File: config.mk
export PLATFORM = sky130hd
export DESIGN_NAME = frame_slot_ownership_scoreboard_flat
export DESIGN_NICKNAME = d
export VERILOG_FILES = /design/src/hw/rtl/fsos_pkg.sv /design/src/hw/rtl/fsos_if.sv /design/src/hw/rtl/fsos_ram.sv /design/src/hw/rtl/fsos_update.sv /design/src/hw/rtl/frame_slot_ownership_scoreboard.sv /design/src/flat_wrapper.sv
export SDC_FILE = /design/constraint.sdc
export NUM_CORES = 2
export LEC_CHECK = 0
export ABC_AREA = 1
export BUFFER_PORTS_ARGS = -buffer_cell sky130_fd_sc_hd__buf_4
export CORE_MARGIN = 5
export CORE_UTILIZATION = 45
export DETAILED_ROUTE_END_ITERATION = 8
export GPL_TIMING_DRIVEN = 0
export SETUP_SLACK_MARGIN = 0.4
export SLEW_MARGIN = 40
export SYNTH_ARGS = -nofsm -noshare
export SYNTH_HDL_FRONTEND = slang
export SYNTH_SLANG_ARGS = --single-unit
File: constraint.sdc
create_clock -name clk -period 5.6 [get_ports clk]
set_input_delay 1.68 -clock clk [delete_from_list [all_inputs] [get_ports clk]]
set_output_delay 1.68 -clock clk [all_outputs]
set_load 0.005 [all_outputs]
File: src/hw/rtl/fsos_pkg.sv
// Package for the frame slot ownership scoreboard.
// Field widths, command, status and register codes, and the payload types.
// Used by the channel interfaces, by fsos_update and by the scoreboard top level.
package fsos_pkg;

  localparam int MAX_FRAMES_DEF     = 64;
  localparam int PRODUCER_SLOTS_DEF = 8;
  localparam int CONSUMER_SLOTS_DEF = 8;

  localparam int CMD_W      = 3;
  localparam int FRAME_W    = 6;
  localparam int SLOT_W     = 3;
  localparam int STATUS_W   = 2;
  localparam int COUNT_W    = 7;
  localparam int CFG_IDX_W  = 2;
  localparam int CFG_DATA_W = 8;
  localparam int MASK_W     = 8;

  localparam logic [CMD_W-1:0] CMD_QUERY     = 3'd0;
  localparam logic [CMD_W-1:0] CMD_PROD_DONE = 3'd1;
  localparam logic [CMD_W-1:0] CMD_CONS_DONE = 3'd2;
  localparam logic [CMD_W-1:0] CMD_ZERO_DONE = 3'd3;
  localparam logic [CMD_W-1:0] CMD_SHUTDOWN  = 3'd4;

  localparam logic [STATUS_W-1:0] STS_OK        = 2'd0;
  localparam logic [STATUS_W-1:0] STS_NOT_REG   = 2'd1;
  localparam logic [STATUS_W-1:0] STS_DONE      = 2'd2;
  localparam logic [STATUS_W-1:0] STS_OUT_RANGE = 2'd3;

  localparam logic [CFG_IDX_W-1:0] REG_FRAMES_IN_USE = 2'd0;
  localparam logic [CFG_IDX_W-1:0] REG_PRODUCER_MASK = 2'd1;
  localparam logic [CFG_IDX_W-1:0] REG_CONSUMER_MASK = 2'd2;
  localparam logic [CFG_IDX_W-1:0] REG_ZERO_ON_EMPTY = 2'd3;

  localparam logic [COUNT_W-1:0] FRAMES_IN_USE_RST = 7'd64;

  typedef struct packed {
    logic [CMD_W-1:0]   cmd;
    logic [FRAME_W-1:0] frame_index;
    logic [SLOT_W-1:0]  producer_index;
    logic [SLOT_W-1:0]  consumer_index;
  } in_item_t;

  typedef struct packed {
    logic [STATUS_W-1:0] status;
    logic                frame_full;
    logic                producer_may_fill;
    logic                consumer_may_read;
    logic                became_full;
    logic                became_empty;
    logic                start_zeroing;
    logic [COUNT_W-1:0]  full_count;
    logic                shut_down;
  } out_item_t;

  // per-item flags from the update logic to the top level
  typedef struct packed {
    logic [STATUS_W-1:0] status;
    logic                frame_full;
    logic                producer_may_fill;
    logic                consumer_may_read;
    logic                became_full;
    logic                became_empty;
    logic                start_zeroing;
  } upd_flags_t;

endpackage

File: src/hw/rtl/fsos_if.sv
// Valid/ready channel interfaces for the scoreboard's item and result streams.
// Depends on fsos_pkg for the payload types.
interface fsos_in_if;
  logic               valid;
  logic               ready;
  fsos_pkg::in_item_t data;
  modport source (output valid, output data, input ready);
  modport sink (input valid, input data, output ready);
endinterface

interface fsos_out_if;
  logic                valid;
  logic                ready;
  fsos_pkg::out_item_t data;
  modport source (output valid, output data, input ready);
  modport sink (input valid, input data, output ready);
endinterface

File: src/hw/rtl/fsos_ram.sv
// Generic single-write, single-read RAM with registered read data.
// No dependencies.
module fsos_ram #(
  parameter int WIDTH = 8,
  parameter int DEPTH = 64,
  localparam int AW = (DEPTH > 1) ? $clog2(DEPTH) : 1
) (
  input  logic             clk,
  input  logic             we,
  input  logic [AW-1:0]    waddr,
  input  logic [WIDTH-1:0] wdata,
  input  logic [AW-1:0]    raddr,
  output logic [WIDTH-1:0] rdata
);

  logic [WIDTH-1:0] mem [DEPTH];

  always_ff @(posedge clk) begin
    if (we) begin
      mem[waddr] <= wdata;
    end
    rdata <= mem[raddr];
  end

endmodule

File: src/hw/rtl/fsos_update.sv
// Read-modify-write logic for one frame entry: done bits, full flag, result flags.
// Depends on fsos_pkg.
module fsos_update #(
  parameter int PS = fsos_pkg::PRODUCER_SLOTS_DEF,
  parameter int CS = fsos_pkg::CONSUMER_SLOTS_DEF
) (
  input  fsos_pkg::in_item_t   item,
  input  logic                 in_range,
  input  logic [PS-1:0]        pmask,
  input  logic [CS-1:0]        cmask,
  input  logic                 zero_on_empty,
  input  logic                 shut_nxt,
  input  logic                 full_old,
  input  logic [PS-1:0]        pdone_old,
  input  logic [CS-1:0]        cdone_old,
  output logic                 full_new,
  output logic [PS-1:0]        pdone_new,
  output logic [CS-1:0]        cdone_new,
  output fsos_pkg::upd_flags_t flags
);

  logic [PS-1:0] pbit;
  logic [CS-1:0] cbit;
  logic [PS-1:0] pd;
  logic [CS-1:0] cd;
  logic          fl;

  assign pbit = PS'(1) << item.producer_index;
  assign cbit = CS'(1) << item.consumer_index;

  always_comb begin
    pd    = pdone_old;
    cd    = cdone_old;
    fl    = full_old;
    flags = '0;
    if (item.cmd == fsos_pkg::CMD_SHUTDOWN) begin
      flags.status = fsos_pkg::STS_OK;
    end else if (!in_range) begin
      flags.status = fsos_pkg::STS_OUT_RANGE;
    end else begin
      case (item.cmd)
        fsos_pkg::CMD_PROD_DONE: begin
          if (!(|(pmask & pbit))) begin
            flags.status = fsos_pkg::STS_NOT_REG;
          end else if (|(pdone_old & pbit)) begin
            flags.status = fsos_pkg::STS_DONE;
          end else begin
            pd = pdone_old | pbit;
            if ((pd & pmask) == pmask) begin
              pd = '0;
              fl = 1'b1;
              flags.became_full = 1'b1;
              if ((cdone_old & cmask) == cmask) begin
                fl = 1'b0;
                cd = '0;
                flags.became_empty = 1'b1;
              end
            end
          end
        end
        fsos_pkg::CMD_CONS_DONE: begin
          if (!(|(cmask & cbit))) begin
            flags.status = fsos_pkg::STS_NOT_REG;
          end else if (|(cdone_old & cbit)) begin
            flags.status = fsos_pkg::STS_DONE;
          end else begin
            cd = cdone_old | cbit;
            if ((cd & cmask) == cmask) begin
              if (zero_on_empty) begin
                flags.start_zeroing = 1'b1;
              end else begin
                fl = 1'b0;
                cd = '0;
                flags.became_empty = 1'b1;
              end
            end
          end
        end
        fsos_pkg::CMD_ZERO_DONE: begin
          fl = 1'b0;
          cd = '0;
          flags.became_empty = 1'b1;
        end
        default: begin
        end
      endcase
    end
    if (in_range) begin
      flags.frame_full        = fl;
      flags.producer_may_fill = (!fl && !(|(pd & pbit))) || shut_nxt;
      flags.consumer_may_read = (fl && !(|(cd & cbit))) || shut_nxt;
    end
  end

  assign full_new  = fl;
  assign pdone_new = pd;
  assign cdone_new = cd;

endmodule

File: src/hw/rtl/frame_slot_ownership_scoreboard.sv
// Frame slot ownership scoreboard: tracks full flags and per-party done bits of a frame ring.
// Frame state lives in one fsos_ram; fsos_update does the read-modify-write.
// Depends on fsos_pkg, fsos_in_if/fsos_out_if, fsos_ram and fsos_update.
//
// Each item is handled in a transfer cycle, which issues the frame entry read, and then
// an update cycle, which updates the entry, writes it back and loads the result
// register. The frame memory's registered read data and the one-item-at-a-time
// control set this split; one item is in flight at a time, so no forwarding is needed.
// A held result register stalls the update cycle until the result transfers.
// After reset a clearing pass writes zero to every entry of the frame memory;
// no item is accepted during it, configuration writes are taken throughout.
module frame_slot_ownership_scoreboard #(
  parameter int MAX_FRAMES     = fsos_pkg::MAX_FRAMES_DEF,
  parameter int PRODUCER_SLOTS = fsos_pkg::PRODUCER_SLOTS_DEF,
  parameter int CONSUMER_SLOTS = fsos_pkg::CONSUMER_SLOTS_DEF
) (
  input  logic                            clk,
  input  logic                            rst_n,
  fsos_in_if.sink                         in_ch,
  fsos_out_if.source                      out_ch,
  input  logic                            cfg_we,
  input  logic [fsos_pkg::CFG_IDX_W-1:0]  cfg_index,
  input  logic [fsos_pkg::CFG_DATA_W-1:0] cfg_data
);

  localparam int AW = (MAX_FRAMES > 1) ? $clog2(MAX_FRAMES) : 1;
  localparam int CW = $clog2(MAX_FRAMES + 1);
  localparam int PS = PRODUCER_SLOTS;
  localparam int CS = CONSUMER_SLOTS;
  localparam int EW = 1 + PS + CS;
  localparam int FW = fsos_pkg::FRAME_W;

  typedef enum logic [1:0] {ST_CLEAR, ST_IDLE, ST_EXEC} state_t;

  state_t                         state_r;
  logic [AW-1:0]                  clr_addr_r;
  fsos_pkg::in_item_t             item_r;
  logic [fsos_pkg::COUNT_W-1:0]   fiu_r;
  logic [fsos_pkg::MASK_W-1:0]    pmask_cfg_r;
  logic [fsos_pkg::MASK_W-1:0]    cmask_cfg_r;
  logic                           zoe_r;
  logic                           shut_r;
  logic                           shut_nxt;
  logic [CW-1:0]                  cnt_r;
  logic [CW-1:0]                  cnt_nxt;
  logic                           out_valid_r;
  fsos_pkg::out_item_t            out_data_r;

  logic                           in_xfer;
  logic                           exec_fire;
  logic                           in_range;
  logic [PS-1:0]                  pmask;
  logic [CS-1:0]                  cmask;
  logic [PS+fsos_pkg::MASK_W-1:0] pmask_ext;
  logic [CS+fsos_pkg::MASK_W-1:0] cmask_ext;
  logic [AW+FW-1:0]               in_addr_ext;
  logic [AW+FW-1:0]               item_addr_ext;
  logic [CW+fsos_pkg::COUNT_W-1:0] cnt_ext;

  logic                           ram_we;
  logic [AW-1:0]                  ram_waddr;
  logic [EW-1:0]                  ram_wdata;
  logic [AW-1:0]                  ram_raddr;
  logic [EW-1:0]                  ram_rdata;

  logic                           full_new;
  logic [PS-1:0]                  pdone_new;
  logic [CS-1:0]                  cdone_new;
  fsos_pkg::upd_flags_t           flags;

  assign pmask_ext = {{PS{1'b0}}, pmask_cfg_r};
  assign cmask_ext = {{CS{1'b0}}, cmask_cfg_r};
  assign pmask     = pmask_ext[PS-1:0];
  assign cmask     = cmask_ext[CS-1:0];

  assign in_ch.ready = (state_r == ST_IDLE);
  assign in_xfer     = in_ch.valid && in_ch.ready;
  assign exec_fire   = (state_r == ST_EXEC) && (!out_valid_r || out_ch.ready);

  assign in_addr_ext   = {{AW{1'b0}}, in_ch.data.frame_index};
  assign item_addr_ext = {{AW{1'b0}}, item_r.frame_index};

  assign in_range = ({1'b0, item_r.frame_index} < fiu_r) &&
                    (32'(item_r.frame_index) < MAX_FRAMES);

  assign shut_nxt = shut_r || (item_r.cmd == fsos_pkg::CMD_SHUTDOWN);

  fsos_update #(
    .PS (PS),
    .CS (CS)
  ) u_update (
    .item          (item_r),
    .in_range      (in_range),
    .pmask         (pmask),
    .cmask         (cmask),
    .zero_on_empty (zoe_r),
    .shut_nxt      (shut_nxt),
    .full_old      (ram_rdata[EW-1]),
    .pdone_old     (ram_rdata[PS+CS-1:CS]),
    .cdone_old     (ram_rdata[CS-1:0]),
    .full_new      (full_new),
    .pdone_new     (pdone_new),
    .cdone_new     (cdone_new),
    .flags         (flags)
  );

  always_comb begin
    cnt_nxt = cnt_r;
    if (in_range && full_new && !ram_rdata[EW-1]) begin
      cnt_nxt = cnt_r + CW'(1);
    end else if (in_range && !full_new && ram_rdata[EW-1] && (cnt_r != '0)) begin
      cnt_nxt = cnt_r - CW'(1);
    end
  end

  assign cnt_ext = {{fsos_pkg::COUNT_W{1'b0}}, cnt_nxt};

  // hold the item's entry address while the update cycle waits
  assign ram_raddr = (state_r == ST_EXEC) ? item_addr_ext[AW-1:0] : in_addr_ext[AW-1:0];
  always_comb begin
    if (state_r == ST_CLEAR) begin
      ram_we    = 1'b1;
      ram_waddr = clr_addr_r;
      ram_wdata = '0;
    end else begin
      ram_we    = exec_fire && in_range;
      ram_waddr = item_addr_ext[AW-1:0];
      ram_wdata = {full_new, pdone_new, cdone_new};
    end
  end

  fsos_ram #(
    .WIDTH (EW),
    .DEPTH (MAX_FRAMES)
  ) u_frame_ram (
    .clk   (clk),
    .we    (ram_we),
    .waddr (ram_waddr),
    .wdata (ram_wdata),
    .raddr (ram_raddr),
    .rdata (ram_rdata)
  );

  always_ff @(posedge clk) begin
    if (!rst_n) begin
      fiu_r       <= fsos_pkg::FRAMES_IN_USE_RST;
      pmask_cfg_r <= '0;
      cmask_cfg_r <= '0;
      zoe_r       <= 1'b0;
    end else if (cfg_we) begin
      case (cfg_index)
        fsos_pkg::REG_FRAMES_IN_USE: fiu_r       <= cfg_data[fsos_pkg::COUNT_W-1:0];
        fsos_pkg::REG_PRODUCER_MASK: pmask_cfg_r <= cfg_data;
        fsos_pkg::REG_CONSUMER_MASK: cmask_cfg_r <= cfg_data;
        fsos_pkg::REG_ZERO_ON_EMPTY: zoe_r       <= cfg_data[0];
        default: begin
        end
      endcase
    end
  end

  always_ff @(posedge clk) begin
    if (in_xfer) begin
      item_r <= in_ch.data;
    end
  end

  always_ff @(posedge clk) begin
    if (!rst_n) begin
      state_r     <= ST_CLEAR;
      clr_addr_r  <= '0;
      shut_r      <= 1'b0;
      cnt_r       <= '0;
      out_valid_r <= 1'b0;
    end else begin
      if (out_valid_r && out_ch.ready && !exec_fire) begin
        out_valid_r <= 1'b0;
      end
      case (state_r)
        ST_CLEAR: begin
          clr_addr_r <= clr_addr_r + AW'(1);
          if (clr_addr_r == AW'(MAX_FRAMES - 1)) begin
            state_r <= ST_IDLE;
          end
        end
        ST_IDLE: begin
          if (in_xfer) begin
            state_r <= ST_EXEC;
          end
        end
        ST_EXEC: begin
          if (exec_fire) begin
            shut_r      <= shut_nxt;
            cnt_r       <= cnt_nxt;
            out_valid_r <= 1'b1;
            out_data_r  <= '{
              status:            flags.status,
              frame_full:        flags.frame_full,
              producer_may_fill: flags.producer_may_fill,
              consumer_may_read: flags.consumer_may_read,
              became_full:       flags.became_full,
              became_empty:      flags.became_empty,
              start_zeroing:     flags.start_zeroing,
              full_count:        cnt_ext[fsos_pkg::COUNT_W-1:0],
              shut_down:         shut_nxt
            };
            state_r     <= ST_IDLE;
          end
        end
        default: begin
          state_r <= ST_IDLE;
        end
      endcase
    end
  end

  assign out_ch.valid = out_valid_r;
  assign out_ch.data  = out_data_r;

endmodule

File: src/flat_wrapper.sv
// flat-port wrapper written by rule: the top's interface ports become plain ports
module frame_slot_ownership_scoreboard_flat 
#(
  parameter int MAX_FRAMES     = fsos_pkg::MAX_FRAMES_DEF,
  parameter int PRODUCER_SLOTS = fsos_pkg::PRODUCER_SLOTS_DEF,
  parameter int CONSUMER_SLOTS = fsos_pkg::CONSUMER_SLOTS_DEF
)
  (clk, rst_n, cfg_we, cfg_index, cfg_data, in_ch_valid, in_ch_data, in_ch_ready, out_ch_valid, out_ch_data, out_ch_ready);
  fsos_in_if in_ch_i ();
  fsos_out_if out_ch_i ();
  input  logic clk;
  input  logic rst_n;
  input  logic cfg_we;
  input  logic [fsos_pkg::CFG_IDX_W-1:0] cfg_index;
  input  logic [fsos_pkg::CFG_DATA_W-1:0] cfg_data;
  input wire logic [$bits(in_ch_i.valid)-1:0] in_ch_valid;
  input wire logic [$bits(in_ch_i.data)-1:0] in_ch_data;
  output wire logic [$bits(in_ch_i.ready)-1:0] in_ch_ready;
  output wire logic [$bits(out_ch_i.valid)-1:0] out_ch_valid;
  output wire logic [$bits(out_ch_i.data)-1:0] out_ch_data;
  input wire logic [$bits(out_ch_i.ready)-1:0] out_ch_ready;
  assign in_ch_i.valid = in_ch_valid;
  assign in_ch_i.data = in_ch_data;
  assign in_ch_ready = in_ch_i.ready;
  assign out_ch_valid = out_ch_i.valid;
  assign out_ch_data = out_ch_i.data;
  assign out_ch_i.ready = out_ch_ready;
  frame_slot_ownership_scoreboard #(.MAX_FRAMES(MAX_FRAMES), .PRODUCER_SLOTS(PRODUCER_SLOTS), .CONSUMER_SLOTS(CONSUMER_SLOTS)) u_core (.clk(clk), .rst_n(rst_n), .in_ch(in_ch_i), .out_ch(out_ch_i), .cfg_we(cfg_we), .cfg_index(cfg_index), .cfg_data(cfg_data));
endmodule
# --- Yosys cells after proc, flatten, opt, wreduce, memory -nomap -nowiden ---
# Memories as Yosys holds them, arrays and structs flattened. A register that Yosys moved wholly into a read port is not among the register bits.
# Index checks and enable logic that the tools add are counted.
# W data, S select, Z words.
word_totals:
  inputBits: 30
  latchBits: 0
  out_inout_bits: 18
  ff_bits: 72
  mem_bits_rw: 1088
  mem_bits_ro: 0
  word_cells: 162
  n_memories: 1
mem_list:
  columns: ["memory", "depth", "width", "read_ports", "rd_clocked_by_memory_dff", "wr", "line_no", "rtl"]
  rows:
  - ["u_core.u_frame_ram.mem", 64, 17, 1, 1, 1, "fsos_ram.sv:16", "logic [WIDTH-1:0] mem [DEPTH];"]
classes:
  n_bitwise: 17
  order_cmp: 1
  n_eq_ne: 16
  shifts: 2
  reduce_logical: 41
  addsub: 3
  muxes: 59
  div: 0
  multipliers: 0
ops:
  columns: ["op", "count"]
  rows:
  - ["$mux W8", 16]
  - ["$and A8 B8 Y8", 9]
  - ["$reduce_or A8 Y1", 6]
  - ["$eq A8 B8 Y1", 3]
  - ["$mux W2", 12]
  - ["$pmux W8 S3", 1]
  - ["$mux W1", 21]
  - ["$mux W17", 1]
  - ["$or A8 B8 Y8", 2]
  - ["$shl A1 B3 Y8 const A", 2]
  - ["$mux W7", 2]
  - ["$reduce_or A13 Y1", 1]
  - ["$logic_and A1 B1 Y1", 12]
  - ["$mux W6", 2]
  - ["$reduce_or A12 Y1", 1]
  - ["$reduce_and A2 Y1", 5]
  - ["$add A7 B1 Y7 const B", 1]
  - ["$lt A6 B7 Y1", 1]
  - ["$reduce_bool A7 Y1", 1]
  - ["$sub A7 B1 Y7 const B", 1]
  - ["$add A6 B1 Y6 const B", 1]
  - ["$eq A2 B2 Y1 const B", 3]
  - ["$eq A3 B2 Y1 const B", 2]
  - ["$eq A6 B6 Y1 const B", 1]
  - ["14 further kinds", 32]

# --- Longest topological paths before layout ---
depth:
  depth_word: 16
  ltp_mapped: 19
  depth_no_buf: 19

# --- Modules after synthesis ---
# Synthesis repeated with hierarchy kept, for this count alone.
unflattened:
  hier_cells: 4476
  area_unflattened_um2: 49483.7
by_module_without_submodules:
  columns: ["module", "area_each_um2", "cells_per_inst", "seq_area_each_um2", "instances"]
  rows:
  - ["fsos_ram", 44473.9, 3732, 33011.7, 1]
  - ["frame_slot_ownership_scoreboard", 3358.2, 408, 1751.7, 1]
  - ["fsos_update", 1651.6, 336, 0.0, 1]

# --- Worst setup path after synthesis ---
# Ideal clock, no wire load.
synth_timing:
  path_kind: "register to register"
  from: "register u_core.item_r (netlist bit u_core.item_addr_ext[4])"
  to: "memory u_core.u_frame_ram.mem[0][12] in the netlist's numbering, data pin"
  synth_period_minus_slack_ns: 4.858
  n_path_buf: 1
  stages_incl_launch_ff: 11
  path_slack_ns: 0.742
  arrival_time_ns: 4.177
  required_ns: 4.919
  setup_ns: 0.681
  path_cell_list: "edfxtp_1 -> ha_1 -> a21o_1 -> a22oi_1 -> nand2_4 -> clkinv_1 -> nand3_1 -> nor2_1 -> buf_2 -> a21oi_1 -> nor3_1"
synth_via:
  elab_chain_len: 4
synth_lines:
  columns: ["item", "line_no", "rtl"]
  rows:
  - ["from (decl)", "frame_slot_ownership_scoreboard.sv:37", "fsos_pkg::in_item_t item_r;"]
  - ["from (signal assigned)", "frame_slot_ownership_scoreboard.sv:164", "item_r <= in_ch.data;"]
  - ["$lt A6 B7 Y1", "frame_slot_ownership_scoreboard.sv:83", "assign in_range = ({1'b0, item_r.frame_index} < fiu_r) &&"]
  - ["$mux W8", "fsos_update.sv:38", "end else if (!in_range) begin"]
  - ["$mux W8", "fsos_update.sv:36", "if (item.cmd == fsos_pkg::CMD_SHUTDOWN) begin"]
  - ["$mux W17", "frame_slot_ownership_scoreboard.sv:121", "if (state_r == ST_CLEAR) begin"]
  - ["net u_core.ram_wdata[12]", "frame_slot_ownership_scoreboard.sv:62", "logic [EW-1:0] ram_wdata;"]
  - ["to (decl)", "fsos_ram.sv:16", null]
# The timed path passes the listed nets, and every way through them passes these cells.

# --- Worst setup path in the final report ---
layout_timing:
  from: "input in_ch_data[8]"
  to: "register u_core.u_frame_ram.rdata[3], read port of u_core.u_frame_ram.mem"
layout_via:
  elab_chain_len: 1
layout_lines:
  columns: ["item", "line_no", "rtl"]
  rows:
  - ["from (decl)", "flat_wrapper.sv:17", "input wire logic [$bits(in_ch_i.data)-1:0] in_ch_data;"]
  - ["$mux W6", "frame_slot_ownership_scoreboard.sv:119", "assign ram_raddr = (state_r == ST_EXEC) ? item_addr_ext[AW-1:0] : in_addr_ext[AW-1:0];"]
  - ["to (decl)", "fsos_ram.sv:13", "output logic [WIDTH-1:0] rdata"]
# Every way passes these cells.
# A chain may end at the register's enable or synchronous reset.

==> flow_metrics.tcl <==
set metrics [dict create \
    core_area_sq_mm 0.1053 \
    hold_slack_ns 0.4610 \
    post-route-util_pct 52.26 \
    port_buffers 47 \
    ios 48 \
    cts_buffer_depth 3 \
    drt-total-wl_um 172700 \
    p_per_area_mw_per_mm2 409.2 \
    final.setup.tns_ns 0 \
    dp_hpwl_um 117900 \
    r2r_slack_ns 1.33 \
    drt_first_pass_iters 6 \
    hold_viol 0 \
    track_usage_pct 29.87 \
    rows 119 \
    combinationalPowerShare_pct 18.9 \
    nets 4133 \
    switching_share_pct 30.36 \
    antenna_found_initial 4 \
    vias 34540 \
    cts_resized 0 \
    final.fill_count 8961 \
    layout-drive-gt1-share_pct 13.35 \
    period_share_pct 78.97 \
    critPathKind "primary input to flop" \
    fp.dieH_um 335.5 \
    clock-sinks 1177 \
    drc 0 \
    cts_tree "yes" \
    p_clk_share_pct 33.7 \
    arrival_ns 5.02 \
    required_ns 6.20 \
    timing.critical_path.to_type "flop" \
    area_growth_syn_to_layout_pct 15.37 \
    tightest_slew_ns 0.9589 \
    synth_cell_type_count 41 \
    r2r_cells 10 \
    hold_depth 2 \
    reg2reg_to "u_core.u_frame_ram.rdata[3]" \
    power.internal_mw 15.68 \
    wire_per_inst_um 30.90 \
    min_to "u_core.fiu_r[4]" \
    fin_crit_ns 4.422 \
    synth_cells 3802 \
    hp-class "flop to flop" \
    status "completed" \
    maxSlewViolCount 0 \
    seq_area_frac_synth_pct 72.90 \
    grt_pass1_wl_um 239000 \
    syn_area_per_cell_sq_um 12.54 \
    hold_start "u_core.fiu_r[4]" \
    h-tree-depth 3 \
    p_leak_nw 18.72 \
    synth_nets 3841 \
    cap_viol_max_count 0 \
    setup_violations 0 \
    post-cts-setup-buffers 0 \
    ys_warn_count 0 \
    via_per_inst 6.181 \
    p_seq_share_pct 47.4 \
    ant_nets 0 \
    globalplace.congestion 0.9607 \
    skew_ns 0.04713 \
    cts_made_buffers 119 \
    die_w_um 335.5 \
    reg2reg_from "u_core.state_r[1]" \
    rsz0062_at_grt "false" \
    holdBufCountCts 0 \
    gr-total-overflow 0 \
    switching_power_mw 6.836 \
    die_area_sq_mm 0.1126 \
    first_global_vias 32230 \
    clk_pin_slew_worst_paths_ns 0.06 \
    ys_ff_latch 1177 \
    worstPathMaxFanout 10 \
    initial_core_util_pct 45.30 \
    clockRootBuffer "clkbuf_16" \
    ir_drop_mv 0.2681 \
    mappedNetlistArea_sq_mm 0.04769 \
    clk_latency_ns 0.75 \
    grt_max_degree 24 \
    drt_iter0_drc 4663 \
    relSlewSlack_pct 35.79 \
    finalPower_mw 22.52 \
    startpoint_type "primary input" \
    timing.fmax_mhz 226.1 \
]
-- cell type report --
class                      instances  area [sq um]  share of cell area [%]
sequential                      1177         34760                   63.19
multi-input combinational       2186         11370                   20.67
clock buffer                     161          3197                   5.811
tap                             1391          1740                   3.163
timing repair buffer             171          1663                   3.022
buffer                           254          1122                   2.040
inverter                         185         701.9                   1.276
clock inverter                    61         449.2                  0.8164
antenna                            3         7.507                 0.01365
-- kinds of logic after synthesis --
| family | synth area share (%) |
|---|---|
| AOI/OAI and AO/OA | 13.49 |
| xor gates and xnor gates | 0.1469 |
| adders and majority gates | 0.2361 |
| buffers and inverters | 3.778 |
| DFF | 72.90 |
| and+or+nand+nor | 9.451 |
-- cell usage in the layout, fill, tap and decap left out, drive strengths merged, types with 58 or more instances in the layout --
cell,netlist,final
edfxtp,1119,1119
nor2,656,656
o21ai,593,593
clkbuf,178,339
buf,76,247
nand2,246,246
inv,182,185
nand3,152,152
o22ai,138,138
o211ai,138,138
o221ai,135,135
a21oi,63,63
dfxtp,58,58
-- worst max-delay path by stage --
| stage | startpoint | cells after the start | slack (ns) | endpoint |
|---|---|---|---|---|
| 3_3_place_gp | u_core.item_addr_ext[4] | 10 | -5.12 | u_core.u_frame_ram.mem[27][13] |
| 2_1_floorplan | u_core.item_addr_ext[4] | 10 | 0.74 | u_core.u_frame_ram.mem[0][12] |
| 3_5_place_dp | out_ch_ready | 10 | 0.77 | u_core.u_frame_ram.mem[10][4] |
| 4_1_cts | out_ch_ready | 11 | 1.51 | u_core.u_frame_ram.mem[11][5] |
| 5_1_grt | in_ch_data[8] | 10 | 1.28 | u_core.u_frame_ram.rdata[3] |
| 6_report | in_ch_data[8] | 10 | 1.18 | u_core.u_frame_ram.rdata[3] |
-- power groups by stage --
| stage | Combinational, mW | Clock [mW] | Sequential (mW) |
|---|---|---|---|
| finish | 4.25 | 7.59 | 10.7 |
| global route | 4.37 | 7.98 | 10.7 |
| CTS | 4.08 | 7.61 | 10.7 |
| detailed placement | 4.07 | 0 | 10.9 |
| global placement | 3.68 | 0 | 11.0 |
| floorplan | 1.93 | 0 | 10.9 |
-- layer usage --
layer,wire [um],GRT usage [%],up-vias
li1,-,-,14720
met1,67230,40.63,17070
met2,75140,44.66,2336
met3,21190,8.634,414
met4,9137,13.98,2
met5,13,0,-
-- worst max-delay path, stage by stage --
cell	delay [ns]
buf_4	0.10
nand2_1	0.05
o21ai_1	0.47
inv_2	0.35
buf_2	0.43
clkbuf_1	0.40
o211ai_1	0.86
nand3_1	0.37
nand3_1	0.22
nand2_1	0.07
-- Yosys cell counts (all sizes together) --
master	n	area [sq um]
edfxtp	1119	33600
nor2	656	2499
o21ai	593	2979
nand2	246	945.9
inv	182	690.7
clkbuf	178	668.1
nand3	152	818.3
o211ai	138	1036
o22ai	138	863.3
o221ai	135	1182
buf	76	431.7
a21oi	63	319.1
dfxtp	58	1161
nor3	20	111.4
nand4	19	118.9
ha	9	112.6
xor2	8	70.07
clkinv	3	11.26
a21o	2	15.01
a221oi	2	17.52
a211oi	1	7.510
a22oi	1	7.510
a31oi	1	6.260
nand3b	1	7.510
nor4	1	6.260
-- state kept, by name (all words and copies together) (netlist names) --
signal	count
u_core.pmask	8
u_core.item_r	9
u_core.state_r	2
u_core.cmask	8
u_core.zoe_r	1
u_core.clr_addr_r	6
u_core.u_frame_ram.mem	1088
u_core.u_frame_ram.rdata	17
u_core.item_addr_ext	6
u_core.shut_r	1
u_core.fiu_r	7
u_core.out_ch.valid	1
u_core.out_ch.data	16
u_core.cnt_r	7
-- through the flow --
step	std cells	worst slack, ns	cell area (sq um)
2_1_floorplan	3802	0.7420	47690
3_3_place_gp	5240	-5.121	49780
3_5_place_dp	5362	0.7652	51340
4_1_cts	5584	1.513	54980
5_1_grt	5586	1.277	55010
6_report	5589	1.178	55020
No activity file was read; power rests on OpenSTA's default activity.
